--- src/agks_pkg.sv ---
// Package for the ADC/GPIO key scanner with long press.
// Holds shared constants, command codes and the cell/token types.
package agks_pkg;

    localparam int NUM_KEYS_DEF    = 8;
    localparam int SAMPLE_BITS_DEF = 10;
    localparam int RESULT_CAP      = 16;
    localparam int CNT_W           = 5;

    localparam logic [1:0] CMD_ADC    = 2'd0;
    localparam logic [1:0] CMD_EDGE   = 2'd1;
    localparam logic [1:0] CMD_TICK   = 2'd2;
    localparam logic [1:0] CMD_CENTER = 2'd3;

    localparam logic [2:0] REG_DRIFT  = 3'd0;
    localparam logic [2:0] REG_LONG   = 3'd1;
    localparam logic [2:0] REG_GAP    = 3'd2;
    localparam logic [2:0] REG_GPIO   = 3'd3;
    localparam logic [2:0] REG_ALOW   = 3'd4;
    localparam logic [2:0] REG_LPMASK = 3'd5;
    localparam logic [2:0] REG_WAKE   = 3'd6;

    // Per-key configuration handed to every cell
    typedef struct packed {
        logic [9:0]  drift;
        logic [15:0] lp;
        logic [16:0] per;
        logic        is_gpio;
        logic        act_low;
        logic        is_long;
        logic        wake;
    } t_cell_cfg;

    // Command token moving down the chain
    typedef struct packed {
        logic       vld;
        logic [1:0] cmd;
        logic [9:0] sample;
        logic       sel;
        logic       susp;
        logic [9:0] center;
        logic       lvl;
    } t_token;

    // Events one cell produces for its token
    typedef struct packed {
        logic [1:0] n;
        logic       e0_long;
        logic       e0_pr;
        logic       e1_long;
        logic       e1_pr;
    } t_cell_ev;

endpackage

--- src/agks_cell.sv ---
// One key cell: holds a key's state and runs the token handed to it.
// Depends on agks_pkg.
module agks_cell (
    input  logic                i_clk,
    input  logic                i_rst_n,
    input  agks_pkg::t_cell_cfg i_cfg,
    input  agks_pkg::t_token    i_tok,
    output agks_pkg::t_cell_ev  o_ev
);
    import agks_pkg::*;

    logic [9:0]  r_center, n_center;
    logic        r_hit, n_hit, r_level, n_level, r_armed, n_armed;
    logic        r_hold, n_hold, r_past, n_past;
    logic [15:0] r_sph, n_sph;
    logic [16:0] r_pph, n_pph;
    logic [10:0] w_hi, w_c;
    logic [11:0] w_lo;
    logic        w_st;

    always_comb begin
        n_center = r_center; n_hit = r_hit; n_level = r_level; n_armed = r_armed;
        n_hold = r_hold; n_past = r_past; n_sph = r_sph; n_pph = r_pph;
        o_ev = '0;
        w_c  = {1'b0, r_center};
        w_hi = w_c + {1'b0, i_cfg.drift};
        w_lo = {1'b0, w_c} - {2'b0, i_cfg.drift};
        w_st = i_cfg.is_gpio ? (i_tok.lvl ^ i_cfg.act_low) : r_hit;
        if (i_tok.vld) begin
            case (i_tok.cmd)
                CMD_ADC: begin
                    if (r_center != '0) begin
                        // strict window; lower bound is signed
                        n_hit = ({1'b0, i_tok.sample} < w_hi) &&
                                (w_lo[11] || ({2'b0, i_tok.sample} > w_lo));
                        if (r_level != n_hit) n_armed = 1'b1;
                    end
                end
                CMD_EDGE: begin
                    if (i_tok.sel && i_cfg.is_gpio) begin
                        if (i_cfg.wake && i_tok.susp) begin
                            n_level = 1'b1;
                            o_ev.n = 2'd1; o_ev.e0_pr = 1'b1;
                        end
                        n_hold = 1'b0; n_sph = '0; n_pph = '0; n_past = 1'b0;
                        n_armed = 1'b1;
                    end
                end
                CMD_TICK: begin
                    if (r_armed) begin
                        n_armed = 1'b0;
                        if (i_cfg.is_long) begin
                            if (w_st) begin
                                if (r_hold) begin
                                    if (r_pph == '0) begin
                                        o_ev.n = 2'd1; o_ev.e0_long = 1'b1;
                                    end else if (r_sph == '0) begin
                                        o_ev.n = 2'd1; o_ev.e0_long = 1'b1;
                                        o_ev.e0_pr = 1'b1;
                                    end
                                end
                                if (r_past || (r_hold && r_sph == '0)) n_past = 1'b1;
                                n_hold = 1'b1;
                                n_sph = ({1'b0, r_sph} + 17'd1 >= {1'b0, i_cfg.lp}) ?
                                        '0 : r_sph + 16'd1;
                                n_pph = ({1'b0, r_pph} + 18'd1 >= {1'b0, i_cfg.per}) ?
                                        '0 : r_pph + 17'd1;
                                n_armed = 1'b1;
                            end else if (!r_past) begin
                                n_hold = 1'b0; n_sph = '0; n_pph = '0;
                                o_ev.n = 2'd2; o_ev.e0_pr = 1'b1;
                            end else if (r_level) begin
                                o_ev.n = 2'd1; o_ev.e0_long = 1'b1;
                            end
                            n_level = w_st;
                        end else begin
                            if (r_level != w_st) begin
                                n_level = w_st;
                                o_ev.n = 2'd1; o_ev.e0_pr = w_st;
                            end
                            if (w_st) n_armed = 1'b1;
                        end
                    end
                end
                CMD_CENTER: begin
                    if (i_tok.sel) n_center = i_tok.center;
                end
                default: ;
            endcase
        end
    end

    always_ff @(posedge i_clk) begin
        if (!i_rst_n) begin
            r_center <= '0; r_hit <= 1'b0; r_level <= 1'b0; r_armed <= 1'b0;
            r_hold <= 1'b0; r_past <= 1'b0; r_sph <= '0; r_pph <= '0;
        end else begin
            r_center <= n_center; r_hit <= n_hit; r_level <= n_level;
            r_armed <= n_armed; r_hold <= n_hold; r_past <= n_past;
            r_sph <= n_sph; r_pph <= n_pph;
        end
    end
endmodule

--- src/adc_gpio_key_scanner_long_press_core.sv ---
// Key scanner with long press: one input transaction walks a chain of key cells.
// Cell k runs the token at step k of the walk; events go to the FIFO as cells produce them.
// One item at a time: a new item is taken only once the token walk over the cell chain
// is over and the event FIFO has drained.
// Reset (synchronous, active low) clears all key state; registers take defaults.
// Depends on agks_pkg and agks_cell.
module adc_gpio_key_scanner_long_press_core #(
    parameter int NUM_KEYS    = agks_pkg::NUM_KEYS_DEF,
    parameter int SAMPLE_BITS = agks_pkg::SAMPLE_BITS_DEF
) (
    input  logic        i_clk,
    input  logic        i_rst_n,
    input  logic        s_axis_tvalid,
    output logic        s_axis_tready,
    // tdata: cmd[1:0], sample[11:2], key_index[14:12], gpio_levels[22:15],
    //        suspended[23], center[33:24], zero fill to 40 bits
    input  logic [39:0] s_axis_tdata,
    output logic        m_axis_tvalid,
    input  logic        m_axis_tready,
    // tdata: event_key[2:0], long_code[3], pressed[4], zero fill to 8 bits
    output logic [7:0]  m_axis_tdata,
    output logic        m_axis_tlast,
    input  logic        psel,
    input  logic        penable,
    input  logic        pwrite,
    input  logic [4:0]  paddr,
    input  logic [31:0] pwdata,
    output logic [31:0] prdata,
    output logic        pready
);
    import agks_pkg::*;

    localparam int KW = (NUM_KEYS > 1) ? $clog2(NUM_KEYS) : 1;
    localparam int SW = (NUM_KEYS + 1 > 1) ? $clog2(NUM_KEYS + 1) : 1;
    localparam logic [9:0] SMASK = 10'((32'd1 << SAMPLE_BITS) - 32'd1);

    // configuration registers
    logic [9:0]  r_drift;
    logic [15:0] r_lp, r_gap;
    logic [7:0]  r_gpio, r_alow, r_lpm, r_wake;
    logic [2:0]  w_reg;

    assign pready = 1'b1;
    assign w_reg  = paddr[4:2];

    always_ff @(posedge i_clk) begin
        if (!i_rst_n) begin
            r_drift <= 10'd70; r_lp <= 16'd100; r_gap <= 16'd50;
            r_gpio <= '0; r_alow <= '0; r_lpm <= '0; r_wake <= '0;
        end else if (psel && penable && pwrite) begin
            case (w_reg)
                REG_DRIFT:  r_drift <= pwdata[9:0];
                REG_LONG:   r_lp    <= pwdata[15:0];
                REG_GAP:    r_gap   <= pwdata[15:0];
                REG_GPIO:   r_gpio  <= pwdata[7:0];
                REG_ALOW:   r_alow  <= pwdata[7:0];
                REG_LPMASK: r_lpm   <= pwdata[7:0];
                REG_WAKE:   r_wake  <= pwdata[7:0];
                default: ;
            endcase
        end
    end

    // read back
    always_comb begin
        case (w_reg)
            REG_DRIFT:  prdata = {22'd0, r_drift};
            REG_LONG:   prdata = {16'd0, r_lp};
            REG_GAP:    prdata = {16'd0, r_gap};
            REG_GPIO:   prdata = {24'd0, r_gpio};
            REG_ALOW:   prdata = {24'd0, r_alow};
            REG_LPMASK: prdata = {24'd0, r_lpm};
            REG_WAKE:   prdata = {24'd0, r_wake};
            default:    prdata = '0;
        endcase
    end

    logic [15:0] w_lp_eff;
    logic [16:0] w_per;
    assign w_lp_eff = (r_lp == '0) ? 16'd1 : r_lp;
    assign w_per    = {1'b0, w_lp_eff} + {1'b0, r_gap};

    // input capture and token chain
    logic        r_busy;
    logic [SW-1:0] r_step;
    logic [1:0]  r_cmd;
    logic [9:0]  r_sample, r_cen;
    logic [2:0]  r_idx;
    logic [7:0]  r_lvls;
    logic        r_susp;
    t_token      r_tok [NUM_KEYS];
    t_token      w_tok_in [NUM_KEYS];
    t_cell_ev    w_ev [NUM_KEYS];
    logic        w_take;

    // event FIFO
    localparam int FD = RESULT_CAP;
    logic [4:0]  r_fifo [FD];
    logic [CNT_W-1:0] r_wp, r_rp, r_cnt;
    logic [CNT_W-1:0] r_nev;
    logic        w_pop;

    assign s_axis_tready = !r_busy && (r_cnt == '0);
    assign w_take = s_axis_tvalid && s_axis_tready;

    genvar g;
    generate
        for (g = 0; g < NUM_KEYS; g++) begin : g_cell
            t_cell_cfg w_cfg;
            always_comb begin
                w_cfg.drift   = r_drift;
                w_cfg.lp      = w_lp_eff;
                w_cfg.per     = w_per;
                w_cfg.is_gpio = (g < 8) ? r_gpio[g % 8] : 1'b0;
                w_cfg.act_low = (g < 8) ? r_alow[g % 8] : 1'b0;
                w_cfg.is_long = (g < 8) ? r_lpm[g % 8] : 1'b0;
                w_cfg.wake    = (g < 8) ? r_wake[g % 8] : 1'b0;
            end
            // token from the neighbor (or from the input registers for cell 0)
            if (g == 0) begin : g_head
                always_comb begin
                    w_tok_in[0].vld    = r_busy && (r_step == '0);
                    w_tok_in[0].cmd    = r_cmd;
                    w_tok_in[0].sample = r_sample;
                    w_tok_in[0].susp   = r_susp;
                    w_tok_in[0].center = r_cen;
                    w_tok_in[0].sel    = (r_idx == 3'd0);
                    w_tok_in[0].lvl    = r_lvls[0];
                end
            end else begin : g_link
                always_comb begin
                    w_tok_in[g]     = r_tok[g-1];
                    w_tok_in[g].sel = ({29'd0, r_idx} == 32'(g));
                    w_tok_in[g].lvl = (g < 8) ? r_lvls[g % 8] : 1'b0;
                end
            end
            agks_cell u_cell (
                .i_clk   (i_clk),
                .i_rst_n (i_rst_n),
                .i_cfg   (w_cfg),
                .i_tok   (w_tok_in[g]),
                .o_ev    (w_ev[g])
            );
            // hand the token on
            always_ff @(posedge i_clk) begin
                if (!i_rst_n) r_tok[g].vld <= 1'b0;
                else          r_tok[g] <= w_tok_in[g];
            end
        end
    endgenerate

    // find which cell holds the token this cycle
    t_cell_ev w_cur;
    logic [2:0] w_cur_key;
    always_comb begin
        w_cur = '0;
        w_cur_key = '0;
        for (int k = 0; k < NUM_KEYS; k++) begin
            if (w_tok_in[k].vld) begin
                w_cur = w_ev[k];
                w_cur_key = 3'(k);
            end
        end
    end

    logic w_done;
    assign w_done = r_busy && (r_step == SW'(NUM_KEYS));
    assign w_pop  = m_axis_tvalid && m_axis_tready;

    // push events, pop to the output
    always_ff @(posedge i_clk) begin
        if (!i_rst_n) begin
            r_busy <= 1'b0; r_step <= '0;
            r_wp <= '0; r_rp <= '0; r_cnt <= '0; r_nev <= '0;
        end else begin
            logic [CNT_W-1:0] v_wp, v_n;
            logic [CNT_W-1:0] v_cnt;
            v_wp = r_wp; v_n = r_nev; v_cnt = r_cnt;
            if (w_take) begin
                r_busy <= 1'b1; r_step <= '0; v_n = '0;
            end else if (r_busy) begin
                r_step <= r_step + SW'(1);
                if (w_done) begin
                    r_busy <= 1'b0;
                end
            end
            if (w_cur.n != 2'd0 && v_n < CNT_W'(RESULT_CAP)) begin
                v_wp = v_wp + CNT_W'(1); v_n = v_n + CNT_W'(1);
                v_cnt = v_cnt + CNT_W'(1);
            end
            if (w_cur.n == 2'd2 && v_n < CNT_W'(RESULT_CAP)) begin
                v_wp = v_wp + CNT_W'(1); v_n = v_n + CNT_W'(1);
                v_cnt = v_cnt + CNT_W'(1);
            end
            if (w_pop) begin
                r_rp <= (r_rp == CNT_W'(FD - 1)) ? '0 : r_rp + CNT_W'(1);
                v_cnt = v_cnt - CNT_W'(1);
            end
            r_wp <= v_wp; r_nev <= v_n; r_cnt <= v_cnt;
        end
    end

    // wrap-free write: 16 entries, 4-bit index from 5-bit pointer
    always_ff @(posedge i_clk) begin
        if (w_cur.n != 2'd0 && r_nev < CNT_W'(RESULT_CAP))
            r_fifo[r_wp[3:0]] <= {w_cur.e0_pr, w_cur.e0_long, w_cur_key};
        if (w_cur.n == 2'd2 && r_nev + CNT_W'(1) < CNT_W'(RESULT_CAP))
            r_fifo[4'(r_wp + CNT_W'(1))] <= {1'b0, 1'b0, w_cur_key};
    end

    always_ff @(posedge i_clk) begin
        if (w_take) begin
            r_cmd    <= s_axis_tdata[1:0];
            r_sample <= s_axis_tdata[11:2] & SMASK;
            r_idx    <= s_axis_tdata[14:12];
            r_lvls   <= s_axis_tdata[22:15];
            r_susp   <= s_axis_tdata[23];
            r_cen    <= s_axis_tdata[33:24] & SMASK;
        end
    end

    // show events only once the walk is over
    assign m_axis_tvalid = !r_busy && (r_cnt != '0);
    assign m_axis_tdata  = {3'd0, r_fifo[r_rp[3:0]]};
    assign m_axis_tlast  = (r_cnt == CNT_W'(1));

`ifndef SYNTHESIS
    a_no_accept_busy: assert property (@(posedge i_clk) disable iff (!i_rst_n)
        r_busy |-> !s_axis_tready) else $error("accepted while walking");
    a_cnt_cap: assert property (@(posedge i_clk) disable iff (!i_rst_n)
        r_cnt <= CNT_W'(RESULT_CAP)) else $error("event count over cap");
    a_one_token: assert property (@(posedge i_clk) disable iff (!i_rst_n)
        $countones({r_busy && r_step == '0, r_tok[0].vld}) <= 1)
        else $error("two tokens at head");
`endif
endmodule

--- config.mk ---
export PLATFORM = sky130hd
export DESIGN_NAME = adc_gpio_key_scanner_long_press_core
export DESIGN_NICKNAME = d
export VERILOG_FILES = /design/src/agks_pkg.sv /design/src/agks_cell.sv /design/src/adc_gpio_key_scanner_long_press_core.sv
export SDC_FILE = /design/constraint.sdc
export NUM_CORES = 2
export LEC_CHECK = 0
export BUFFER_PORTS_ARGS = -buffer_cell sky130_fd_sc_hd__buf_2
export CAP_MARGIN = 20
export CORE_MARGIN = 1.5
export CORE_UTILIZATION = 69
export CTS_BUF_LIST = sky130_fd_sc_hd__clkbuf_16
export CTS_CLUSTER_DIAMETER = 80
export CTS_CLUSTER_SIZE = 20
export DETAILED_ROUTE_END_ITERATION = 7
export GPL_TIMING_DRIVEN = 1
export PLACE_DENSITY = 0.93
export SYNTH_ARGS = -nofsm -noshare
export SYNTH_HDL_FRONTEND = slang
export SYNTH_SLANG_ARGS = --single-unit
--- constraint.sdc ---
create_clock -name i_clk -period 15 [get_ports i_clk]
set_input_delay 2.25 -clock i_clk [delete_from_list [all_inputs] [get_ports i_clk]]
set_output_delay 2.25 -clock i_clk [all_outputs]
set_load 0.05 [all_outputs]
[Yosys cells after proc, flatten, opt, wreduce, memory -nomap -nowiden]
Memory sizes are Yosys's and may differ from the RTL's. A register that Yosys moved wholly into a read port is not among the register bits.
Index checks and enable logic that the tools add are counted.
Widths: inputs -> output; s select.
Storage, ports and cells
  bits of input ports: 84
  output and inout bits: 44
  register bits: 517
  memories kept: 2
  word-level logic and storage cells: 1036
  RAM bits: 288
Memories
  r_tok: words 8, width 26, read ports 7, clocked after Yosys merged registers in 0, wr ports 8, line adc_gpio_key_scanner_long_press_core.sv:91  | t_token r_tok [NUM_KEYS];
  r_fifo: words 16, width 5, read ports 1, clocked after Yosys merged registers in 1, wr ports 2, line adc_gpio_key_scanner_long_press_core.sv:98  | logic [4:0] r_fifo [FD];
Operators by class
  muxes and demuxes: 530
  reduce and logical (&&, ||, !) cells: 172
  magnitude comparators: 36
  bitwise gates (word level): 17
  equality and inequality tests: 137
  add/subtract/negate cells: 59
Operator list (number)
  $mux 17: 48
  $mux 16: 49
  $pmux 17 s2: 8
  $mux 1: 266
  $pmux 16 s2: 8
  $add 17x1->18 const B: 8
  $ge 18x17->1: 8
  $logic_not 16->1: 9
  $add 16x1->17 const B: 8
  $add 17x1->17 const B: 8
  $ge 17x16->1: 8
  $logic_not 17->1: 8
  $add 16x1->16 const B: 8
  $ne 2x1->1 const B: 56
  $pmux 16 s7: 1
  $mux 4: 26
  $gt 10x12->1: 8
  $reduce_and 6->1: 16
  $add 10x10->11: 8
  $lt 10x11->1: 8
  $sub 10x10->11: 8
  $mux 2: 40
  $reduce_bool 10->1: 8
  $mux 5: 14
  other kinds (40): 314

[Longest topological paths before layout]
  depth in word-level cells: 26
  depth in mapped cells: 25
  mapped depth without buffers: 24

[Hierarchy]
Synthesis repeated with hierarchy kept, for this count alone.
Second synthesis, totals
  cells, all modules: 6513
  area total of the unflattened synthesis: 56145.1 sq um
Modules (own cells, without submodules)
  adc_gpio_key_scanner_long_press_core: seq. area each 10119.7 sq um, area an instance 16340.7 sq um, instances 1, cells an instance 1323
  agks_cell at g_cell[1].u_cell ...: seq. area each 960.9 sq um, area an instance 4932.2 sq um, instances 3, cells an instance 642
  agks_cell at g_cell[7].u_cell: seq. area each 960.9 sq um, area an instance 5172.5 sq um, instances 1, cells an instance 685
  agks_cell at g_cell[6].u_cell: seq. area each 960.9 sq um, area an instance 5019.8 sq um, instances 1, cells an instance 659
  agks_cell at g_cell[3].u_cell: seq. area each 960.9 sq um, area an instance 4984.8 sq um, instances 1, cells an instance 656
  agks_cell at g_cell[0].u_cell: seq. area each 960.9 sq um, area an instance 4982.3 sq um, instances 1, cells an instance 647
  agks_cell at g_cell[4].u_cell: seq. area each 960.9 sq um, area an instance 4848.4 sq um, instances 1, cells an instance 617

[Worst setup path before layout]
No wires, ideal clock.
  kind: input -> output
  start: in paddr[2]
  end: out prdata[0]
  cell stages on the path: 4
  path slack: 8.787 ns
  arrival time: 3.963 ns
  data required time: 12.750 ns
  path buffers: 1
  cells stage by stage: nor2b_1 -> clkbuf_1 -> a22oi_1 -> o21ai_0
On the way
  cells in the longest elaborated chain, start to end: 2
  elaborated cells on any way between the ends: 8
  those cells by class: 6 x eq/ne; 1 x mux; 1 x reduce/logical
RTL lines
  from (decl): line adc_gpio_key_scanner_long_press_core.sv:26  | input logic [4:0] paddr,
  $eq 3x3->1, or another cell as far along: line adc_gpio_key_scanner_long_press_core.sv:66  | case (w_reg)
  $pmux 16 s7 (*): line adc_gpio_key_scanner_long_press_core.sv:66
  to (decl): line adc_gpio_key_scanner_long_press_core.sv:28  | output logic [31:0] prdata,
Mark *: on every way between the ends. The rest lies on a longest branch, timed or not.

[Worst setup path in the final report]
Same ends and word-level chain as after synthesis.

==> flow_summary.json <==
{
  "vias": 44300,
  "ir_drop_mv": 0.0778,
  "synth_cell_types": 101,
  "p_leak_nw": 24.1,
  "p_comb_frac": 0.131,
  "critPathRequiredTime_ns": 12.75,
  "die_x_um": 278,
  "finalSetupViolCount": 0,
  "core-area_sq_mm": 0.0747,
  "clkLatencyLatePin_ns": 0.64,
  "crit_path_start_kind": "primary input",
  "finalClockSkew_ns": 0.0365,
  "synth_ff_type": "dfxtp_1",
  "swShare": 0.289,
  "chipHeight_um": 278,
  "antenna_found_initial": 4,
  "pwr-share-seq": 0.554,
  "min_period_ns": 7.62,
  "worst_slack_ns": 7.38,
  "cts_sinks": 768,
  "cp-end-kind": "output port",
  "first_pass_iters": 7,
  "numCtsBuffers": 47,
  "rsz0062_at_grt": "no",
  "ys_ff_latch": 768,
  "wl_per_cell_um": 21.5,
  "clkPwrFrac": 0.315,
  "placed_cell_area_sq_mm": 0.0533,
  "initial_core_util": 0.700,
  "grt.busiest_layer": "met2",
  "yosysMostFrequentCell": "ha_1",
  "grt_max_degree": 109,
  "avgSynthCellArea_sq_um": 9.13,
  "finalNetCount": 6455,
  "clockBufferDepth": 3,
  "criticalPathCategory": "in2out",
  "status": "completed",
  "cts_root_buf": "clkbuf_16",
  "cp_slowest_cell": "nor2b_1",
  "grt_usage": 0.360,
  "dieArea_sq_mm": 0.0775,
  "use_met1": 0.436,
  "synth_top_area_cell": "dfxtp_1",
  "io_buffer_count": 83,
  "yosysWarnings": 0,
  "grt_pass1_vias": 43300,
  "ys_top_cells_by_count": "686 x ha_1, 525 x dfxtp_1, 459 x nor2_1, 424 x nand2_1, 336 x a21oi_1",
  "cp_slowest_stage_delay_ns": 0.94,
  "max_freq_mhz": 131,
  "syn_area_sq_mm": 0.0523,
  "grt_use_met2": 0.592,
  "arrival_ns": 5.37,
  "final_area_sq_mm": 0.0547,
  "drc": 0,
  "drt_wl_total_mm": 143,
  "crit_fanout": 33,
  "hold_ws_ns": 0.449,
  "cts-htree-levels": 2,
  "synth_area_leaders": "dfxtp_1 20%, ha_1 16%, edfxtp_1 14%",
  "drive_above_1_share": 0.0535,
  "postSynthCellCount": 5730,
  "yosysSeqAreaShare": 0.340,
  "critPathTopFamily": "compound AO/OA/AOI/OAI gates",
  "async_flop_share": 0,
  "post_cts_buffers": 0,
  "cts_tree": "done",
  "fillCellCount": 4988,
  "grt_pass1_wl_mm": 225,
  "p_int_w": 0.00304,
  "grt_use_met3": 0.0663,
  "crit_top_cell": "buf_2",
  "p_per_area_mw_per_mm2": 78.0,
  "via_per_inst": 6.64,
  "maxCapViolations": 0,
  "hold_path.class": "reg2reg",
  "cts-resized-gates": 0,
  "fin_tns_setup_ns": 0,
  "post-place-ws_ns": 7.74,
  "io_pins": 128,
  "synth_edf_count": 243,
  "drv_slew": 0,
  "max_slew_margin": 0.231,
  "grt-ovfl-total": 0,
  "tightest_slew_ns": 1.15,
  "post-route-period-util": 0.508,
  "crit_chain": "buf_2, nor2b_1, a22oi_1, o21ai_0, buf_2",
  "rows": 100,
  "p_switching_w": 0.00123,
  "place_congestion": 0.989,
  "syn_to_final_growth_pct": 4.60,
  "dp_hpwl_mm": 104,
  "yosys.area.top_type_share": 0.201,
  "dr.first_iter.drc_count": 4517,
  "cp.buffers_inverters": 2,
  "hold_viol": 0,
  "ant_nets": 0,
  "cts.reportedPaths.clkPinSlew_ns": 0.09,
  "hold_buffers": 0
}
-- area by class of cell --
type                    count  area [sq um]  area share
multi-input cells        4395         32300       0.590
diodes                      3          7.51    0.000137
clock inverters            31           161     0.00295
repair buffers            134           812      0.0148
inverters                 322          1220      0.0222
flip-flops and latches    768         17800       0.325
clock buffers              49          1230      0.0224
well taps                 969          1210      0.0222
-- worst reg2reg max path, delay by kind of cell, from the launching register on --
family,cells,cell delay (ns)
flops,1,0.54
compound gates,15,3.87
fa+ha+maj,3,1.10
buf+inv,2,0.62
simple gates,3,0.31
xor+xnor,1,0.14
-- logic make-up (layout without fill, tap and decap cells) --
family,count (synthesis),count (layout),share of synthesized area
AOI/OAI and AO/OA,1241,1241,0.157
xor gates and xnor gates,407,407,0.0683
adders and majority gates,703,703,0.171
buffers and inverters,585,536,0.0448
DFF,768,768,0.340
muxes,194,194,0.0442
other,2,23,0.000144
and+or+nand+nor,1830,1830,0.174
-- path summary, 6_finish.rpt --
kind	startpoint	end	slack (ns)	depth (start not counted)
worst min register to register	r_tok[1][5]	r_tok[2][5]	0.45	0
worst max-delay path	paddr[2]	prdata[0]	7.38	5
worst min-delay path	r_tok[1][5]	r_tok[2][5]	0.45	0
worst max register to register	r_lp[4]	g_cell[5].u_cell.r_pph[6]	8.31	24
-- stage by stage --
step	total power, W	utilization	cells
global placement	0.00292	0.713	6582
detailed placement	0.00295	0.713	6584
CTS	0.00425	0.732	6664
global route	0.00439	0.732	6670
finish	0.00427	0.732	6671
floorplan	0.00274	-	5748
-- per-layer routing --
layer,up-vias,routed length (um)
met5,-,0
li1,20500,-
met3,564,14200
met2,2314,65200
met4,0,9780
met1,20900,54200
-- cells in the final DEF, fill, tap and decap left out, types with 40 or more instances in the layout --
cell	instances
nor4_1	92
nor2_1	459
nand3_1	246
xnor2_1	274
and3_1	104
nand2b_1	100
and2_1	40
a31oi_1	51
mux2i_1	156
inv_1	336
o21bai_1	44
nand2_1	424
buf_4	50
xor2_1	132
o21a_1	80
ha_1	686
o21ai_0	218
buf_2	82
a22oi_1	42
a21o_1	132
clkbuf_16	49
nor2b_1	61
dfxtp_1	525
nor3_1	59
nand4_1	90
a22o_1	54
a21oi_1	336
edfxtp_1	243
-- power by group through the flow --
stage | combinational [W] | clock, W | sequential [W]
global route | 0.000599 | 0.00142 | 0.00237
floorplan | 0.000399 | 0 | 0.00235
detailed placement | 0.000541 | 0 | 0.00241
global placement | 0.000516 | 0 | 0.00240
CTS | 0.000548 | 0.00135 | 0.00236
finish | 0.000558 | 0.00135 | 0.00237
-- registers in the layout (all words and copies together), names as in the netlist, 10 cells and up, named ones only --
signal,cells
g_cell.u_cell.r_center,80
r_drift,10
g_cell.u_cell.r_sph,128
r_sample,10
r_lp,16
r_fifo,80
r_cen,10
r_gap,16
r_tok,168
g_cell.u_cell.r_pph,136
Note: power is estimated with default switching activity, not from simulation.
